### src/hw/rtl/srr_pkg.sv
`timescale 1ns / 1ps
// srr_pkg: window and sequence constants, beat types of the
// selective repeat receiver. no dependencies.
package srr_pkg;

  localparam int WINDOW       = 4;
  localparam int SEQ_SPACE    = 8;
  localparam int PAYLOAD_BITS = 64;

  localparam int SEQ_W   = (SEQ_SPACE > 2) ? $clog2(SEQ_SPACE) : 1;
  localparam int WIN_IW  = (WINDOW > 1) ? $clog2(WINDOW) : 1;
  localparam int DIST_W  = 8;
  localparam int PREV_LO = (SEQ_SPACE > WINDOW) ? SEQ_SPACE - WINDOW : 0;

  localparam logic KIND_DELIVER = 1'b0;
  localparam logic KIND_ACK     = 1'b1;

  typedef struct packed {
    logic        checksum_ok;
    logic [2:0]  seq_num;
    logic [63:0] payload;
  } in_beat_t;

  typedef struct packed {
    logic        kind;
    logic [2:0]  out_seq;
    logic [63:0] out_payload;
    logic        last;
  } out_beat_t;

endpackage

### src/hw/rtl/selective_repeat_receiver_unit.sv
`timescale 1ns / 1ps
// Selective repeat ARQ receiver: reorder buffer and in-order release.
// depends on srr_pkg.
//
// A packet beat is taken while the sequencer sits at its fetch step. A good
// packet inside the receive window is buffered once; the packet at the window
// base releases every consecutive buffered payload in order, then an
// acknowledgement carrying the packet's own number closes the sequence with
// last set. Packets in the previous window are only acknowledged; corrupt or
// out-of-range packets produce nothing. A dropped packet passes the fetch and
// classify steps; a packet that is only acknowledged adds the head check and
// the acknowledgement. A packet at the window base passes fetch, classify,
// head check, one release step per payload plus the step that finds the run
// ended, and the acknowledgement. The microcode program steps one control
// word per cycle while the output does not hold it. One result register
// sits on the output, so the next packet is accepted while the final
// acknowledgement waits to be taken.
module selective_repeat_receiver_unit (
  input  logic               clk_i,
  input  logic               rst_ni,
  input  logic               in_valid_i,
  output logic               in_stall_o,
  input  srr_pkg::in_beat_t  in_beat_i,
  output logic               out_valid_o,
  input  logic               out_stall_i,
  output srr_pkg::out_beat_t out_beat_o
);

  typedef enum logic [2:0] {
    OP_NOP,
    OP_LATCH,
    OP_STORE,
    OP_RELEASE,
    OP_ACK
  } op_e;

  typedef enum logic [2:0] {
    C_IN_BEAT,
    C_DROP,
    C_NOT_HEAD,
    C_SLOT0,
    C_ALWAYS
  } cond_e;

  typedef logic [2:0] step_t;

  typedef struct packed {
    op_e   op;
    logic  uses_out;
    cond_e cond;
    step_t taken;
    step_t fall;
  } cw_t;

  localparam step_t S_FETCH    = 3'd0;
  localparam step_t S_CLASSIFY = 3'd1;
  localparam step_t S_HEAD     = 3'd2;
  localparam step_t S_RELEASE  = 3'd3;
  localparam step_t S_ACK      = 3'd4;

  function automatic cw_t rom(input step_t a);
    cw_t w;
    unique case (a)
      S_FETCH:    w = '{OP_LATCH,   1'b0, C_IN_BEAT,  S_CLASSIFY, S_FETCH};
      S_CLASSIFY: w = '{OP_STORE,   1'b0, C_DROP,     S_FETCH,    S_HEAD};
      S_HEAD:     w = '{OP_NOP,     1'b0, C_NOT_HEAD, S_ACK,      S_RELEASE};
      S_RELEASE:  w = '{OP_RELEASE, 1'b1, C_SLOT0,    S_RELEASE,  S_ACK};
      S_ACK:      w = '{OP_ACK,     1'b1, C_ALWAYS,   S_FETCH,    S_FETCH};
      default:    w = '{OP_NOP,     1'b0, C_ALWAYS,   S_FETCH,    S_FETCH};
    endcase
    return w;
  endfunction

  step_t                          step_q, step_d;
  srr_pkg::in_beat_t              pkt_q;
  logic [srr_pkg::SEQ_W-1:0]      base_q, base_d;
  logic [srr_pkg::WINDOW-1:0]     valid_q, valid_d;
  logic [srr_pkg::PAYLOAD_BITS-1:0] slot_q [srr_pkg::WINDOW];
  logic                           out_valid_q, out_valid_d;
  srr_pkg::out_beat_t             out_q, out_d;

  cw_t                            cw;
  logic                           out_free, hold, cond_hit, in_take;
  logic [srr_pkg::DIST_W-1:0]     dist_raw, win_ofs;
  logic                           seq_ok, in_win, drop, do_store, do_shift;
  logic [srr_pkg::WIN_IW-1:0]     wr_idx;

  assign cw       = rom(step_q);
  assign out_free = !out_valid_q || !out_stall_i;
  assign hold     = cw.uses_out && !out_free;
  assign in_take  = (cw.op == OP_LATCH) && in_valid_i;

  assign in_stall_o  = (cw.op != OP_LATCH);
  assign out_valid_o = out_valid_q;
  assign out_beat_o  = out_q;

  // window distance of the held packet
  always_comb begin
    dist_raw = srr_pkg::DIST_W'(pkt_q.seq_num) + srr_pkg::DIST_W'(srr_pkg::SEQ_SPACE)
             - srr_pkg::DIST_W'(base_q);
    win_ofs = (dist_raw >= srr_pkg::DIST_W'(srr_pkg::SEQ_SPACE)) ?
              dist_raw - srr_pkg::DIST_W'(srr_pkg::SEQ_SPACE) : dist_raw;
    seq_ok = srr_pkg::DIST_W'(pkt_q.seq_num) < srr_pkg::DIST_W'(srr_pkg::SEQ_SPACE);
    in_win = pkt_q.checksum_ok && seq_ok && (win_ofs < srr_pkg::DIST_W'(srr_pkg::WINDOW));
    drop   = !pkt_q.checksum_ok || !seq_ok ||
             (!in_win && (win_ofs < srr_pkg::DIST_W'(srr_pkg::PREV_LO)));
    wr_idx = win_ofs[srr_pkg::WIN_IW-1:0];
  end

  always_comb begin
    unique case (cw.cond)
      C_IN_BEAT:  cond_hit = in_valid_i;
      C_DROP:     cond_hit = drop;
      C_NOT_HEAD: cond_hit = (win_ofs != '0);
      C_SLOT0:    cond_hit = valid_q[0];
      C_ALWAYS:   cond_hit = 1'b1;
      default:    cond_hit = 1'b1;
    endcase
  end

  assign do_store = (cw.op == OP_STORE) && in_win && !valid_q[wr_idx];
  assign do_shift = (cw.op == OP_RELEASE) && !hold && valid_q[0];

  always_comb begin
    step_d      = hold ? step_q : (cond_hit ? cw.taken : cw.fall);
    base_d      = base_q;
    valid_d     = valid_q;
    out_valid_d = out_valid_q && out_stall_i;
    out_d       = out_q;
    if (do_store) begin
      valid_d[wr_idx] = 1'b1;
    end
    if (do_shift) begin
      valid_d = valid_q >> 1;
      base_d  = (base_q == srr_pkg::SEQ_W'(srr_pkg::SEQ_SPACE - 1)) ? '0 :
                base_q + srr_pkg::SEQ_W'(1);
      out_valid_d     = 1'b1;
      out_d.kind      = srr_pkg::KIND_DELIVER;
      out_d.out_seq   = 3'(base_q);
      out_d.out_payload = 64'(slot_q[0]);
      out_d.last      = 1'b0;
    end
    if ((cw.op == OP_ACK) && !hold) begin
      out_valid_d     = 1'b1;
      out_d.kind      = srr_pkg::KIND_ACK;
      out_d.out_seq   = pkt_q.seq_num;
      out_d.out_payload = '0;
      out_d.last      = 1'b1;
    end
  end

  always_ff @(posedge clk_i or negedge rst_ni) begin
    if (!rst_ni) begin
      step_q      <= S_FETCH;
      base_q      <= '0;
      valid_q     <= '0;
      out_valid_q <= 1'b0;
    end else begin
      step_q      <= step_d;
      base_q      <= base_d;
      valid_q     <= valid_d;
      out_valid_q <= out_valid_d;
    end
  end

  // payload datapath, no reset
  always_ff @(posedge clk_i) begin
    out_q <= out_d;
    if (in_take) begin
      pkt_q <= in_beat_i;
    end
    if (do_store) begin
      slot_q[wr_idx] <= pkt_q.payload[srr_pkg::PAYLOAD_BITS-1:0];
    end
    if (do_shift) begin
      for (int k = 0; k < srr_pkg::WINDOW - 1; k++) begin
        slot_q[k] <= slot_q[k+1];
      end
    end
  end

endmodule

### config.mk
export PLATFORM = sky130hd
export DESIGN_NAME = selective_repeat_receiver_unit
export DESIGN_NICKNAME = d
export VERILOG_FILES = /design/src/hw/rtl/srr_pkg.sv /design/src/hw/rtl/selective_repeat_receiver_unit.sv
export SDC_FILE = /design/constraint.sdc
export NUM_CORES = 1
export LEC_CHECK = 0
export BUFFER_PORTS_ARGS = -buffer_cell sky130_fd_sc_hd__buf_2
export CAP_MARGIN = 40
export CELL_PAD_IN_SITES_DETAIL_PLACEMENT = 0
export CELL_PAD_IN_SITES_GLOBAL_PLACEMENT = 1
export CORE_MARGIN = 2
export CORE_UTILIZATION = 45
export CTS_CLUSTER_DIAMETER = 200
export CTS_CLUSTER_SIZE = 10
export DETAILED_ROUTE_END_ITERATION = 16
export PLACE_DENSITY = 0.78
export REMOVE_ABC_BUFFERS = 1
export SYNTH_ARGS = -nofsm -noshare
export SYNTH_HDL_FRONTEND = slang
export SYNTH_SLANG_ARGS = --single-unit
### constraint.sdc
create_clock -name clk_i -period 7.15 [get_ports clk_i]
set_input_delay 0.715 -clock clk_i [delete_from_list [all_inputs] [get_ports clk_i]]
set_output_delay 0.715 -clock clk_i [all_outputs]
set_load 0.02 [all_outputs]
==> run_results.csv <==
group,metric,value,unit
sta,fin_setup_tns,0,ns
layout,drive_above_1_share,0.324,
cts,h-tree-depth,2,
route,first_pass_iters,4,
layout,stdcell_count,1542,
layout,fin_area,18000,sq um
logic_synthesis,ys_ff_latch,403,
logic_synthesis,synthTopCellsByArea,"edfxtp_1, mux2_2, dfxtp_1",
setup_path,crit_type,"reg2reg",
sta,hold_viol_final,0,
sta,skew,0.0159,ns
grt,grt_max_degree,70,
route,vias,8141,
placed_design,dpl.cell_count,1457,
die,die_area,35700,sq um
logic_synthesis,synthArstFlopShare,0.0273,
sta,fin_crit_sh,0.435,
grt,grt_pass1_wl,46800,microns
setup_path,crit_family,"simple AND/OR/NAND/NOR gates",
setup_path,cp-end-kind,"flip-flop",
cts,hold_buffers,0,
layout,area_growth,16.6,%
cts,cts_sinks,403,
grt,grt_pass1_vias,8221,
layout,seqCellArea,11400,sq um
layout,fillers,2748,
power,leakage,6.26,nW
route,dr.first_iter.drc_count,505,
outcome,run_status,"complete, no violations",
route,postRouteAntennaNets,0,
logic_synthesis,synth_top_area_cell,"edfxtp_1",
setup_path,worstPathArrival,3.40,ns
logic_synthesis,yosys_warnings,0,
sta,clock.fmax,322,MHz
min_path,min-delay-path-class,"in2async",
sta,finalMaxSlewViolations,0,
setup_path,reg2regPathDepth,5,
die,die_x,189,microns
setup_path,crit_path_top_delay_cell,"nand3b_4",
cts,cts_root_buf,"clkbuf_16",
setup_path,start_kind,"flip-flop",
layout,num_antenna_cells,0,
grt,grtUsageTotal,0.168,
setup_path,cp_max_fo,68,
die,die-height,189,microns
cts,clock_path_buffers,3,
sta,slew_headroom,0.424,
logic_synthesis,synth_area,15400,sq um
sta,setup_violations,0,
logic_synthesis,ys_dominant_reg_cell,"edfxtp_1",
setup_path,crit_chain,"nand3b_4 -> nor2_8 -> buf_4 -> buf_16 -> mux2_2",
run,drv_cap,0,
power,fin_total_pwr,6.86,mW
sta,finalWorstSetupSlack,4.04,ns
sta,rsz0062_at_grt,"no",
layout,layout.nets,1134,
die,initial_core_util,0.458,
cts,cts_buffers,46,
cts,post_cts_buffers,0,
cts,insertion_delay,0.54,ns
logic_synthesis,netlist.area_leader.share,0.637,
cts,cts_tree,"done",
die,rows,67,
logic_synthesis,postSynthCellCount,912,
logic_synthesis,synth_seq_area_share,0.740,
setup_path,cpPeakStageDelay,0.71,ns
die,core,33600,sq um
placed_design,port_buffers,142,
route,routed_via_density,5.28,
power,power_density,382,nW/um^2
die,num_io_pins,143,
sta,min_period,3.11,ns
setup_path,path_buf_inv,2,
placed_design,postPlaceCellArea,16600,sq um
sta,tightest_slew,0.863,ns
logic_synthesis,ys_types,44,
power,ir_worst_vdd,281,uV
setup_path,cp.depth,5,
cts,cts_resized,0,
route,wirelength,30000,microns
sta,hold_slack,0.0544,ns
placed_design,dp_hpwl,17000,microns
route,drc_errors,0,
logic_synthesis,synth_edf_count,327,
grt,antenna_found_initial,0,
layout,multi_input_area,3640,sq um
layout,final_util,0.534,
cts,clkTransAtPathRegs,0.06,ns
route,post_drt_wl_per_cell,19.4,microns
logic_synthesis,synth.avg_cell_area,16.9,sq um
setup_path,cp.required,7.44,ns
placed_design,gp_congestion,0.724,
placed_design,place_ws,3.75,ns
grt,grt-ovfl-total,0,
per-layer routing:
metal	up-vias	wire length [microns]	global-route usage
met2	197	13900	0.265
met4	0	578	0.0466
met3	47	1410	0.0310
met1	4088	14100	0.240
li1	3809	-	-
met5	-	0	0
cells in the final DEF (no fill, tap or decap), types with 2 or more instances in the layout:
master,n
o21ai_0,68
a21oi_1,67
nand3_1,67
nand4_1,2
buf_2,142
buf_16,7
clkinv_8,2
inv_1,9
nand2_1,2
dfxtp_1,65
a21o_1,2
dfrtp_1,11
mux2_2,131
clkbuf_1,35
o31ai_4,2
buf_4,10
mux2_1,63
clkbuf_16,47
a22o_1,3
ha_1,4
edfxtp_1,327
cells by family (layout without fill, tap and decap cells):
kind of cell,Yosys count,in the layout,synth area share
AOI/OAI and AO/OA,153,153,0.0538
buffers and inverters,71,253,0.0284
DFF,403,403,0.740
adders and majority gates,5,5,0.00455
muxes,194,194,0.142
and+or+nand+nor,85,85,0.0313
xor gates and xnor gates,1,1,0.000569
synthesized netlist by cell type, types with 2 or more instances:
| cell | number |
|---|---|
| mux2_1 | 63 |
| nor2_1 | 2 |
| dfrtp_1 | 11 |
| buf_2 | 17 |
| o31ai_1 | 2 |
| buf_6 | 14 |
| edfxtp_1 | 327 |
| nand4_1 | 2 |
| nand2_1 | 2 |
| inv_1 | 9 |
| dfxtp_1 | 65 |
| a21o_1 | 2 |
| buf_4 | 12 |
| a21oi_1 | 67 |
| mux2_2 | 131 |
| ha_1 | 4 |
| a22o_1 | 3 |
| o21ai_0 | 69 |
| nand3_1 | 67 |
| clkbuf_1 | 19 |
worst register-to-register path: cells and delay by family, from the launching register on:
kind	cells	cell delay [ns]
and+or+nand+nor	2	1.21
buffers and inverters	2	0.72
DFF	1	0.52
muxes	1	0.41
area by class of cell:
cell class                      count  area share
Clock buffer                       82      0.0728
Clock inverter                      3     0.00230
Timing Repair Buffer              159      0.0545
Sequential cell                   403       0.635
Tap cell                          448      0.0312
Inverter                            9     0.00188
Multi-Input combinational cell    438       0.203
path summary, 6_finish.rpt:
kind / start / endpoint / slack [ns]
max: step_q[1] / slot_q[0][20] / 4.04
min: rst_ni / base_q[2] / 0.05
max reg2reg: step_q[1] / slot_q[0][20] / 4.04
min reg2reg: out_beat_o[28] / out_beat_o[28] / 0.47
max in group asynchronous: rst_ni / valid_q[1] / 6.86
min in group clk_i: in_beat_i[63] / pkt_q[63] / 0.34
report_power, final:
| group | leakage [nW] | switching [mW] | internal [mW] |
|---|---|---|---|
| sequential | 3.65 | 0.218 | 3.12 |
| combinational | 1.98 | 0.895 | 0.524 |
| clock | 0.639 | 0.870 | 1.23 |
sequential cells by signal (all words and copies together) (netlist names):
name / flops
pkt_q: 68
out_valid_o: 1
step_q: 3
out_beat_o: 68
valid_q: 4
slot_q: 256
base_q: 3
Note: power is estimated with default switching activity, not from simulation.
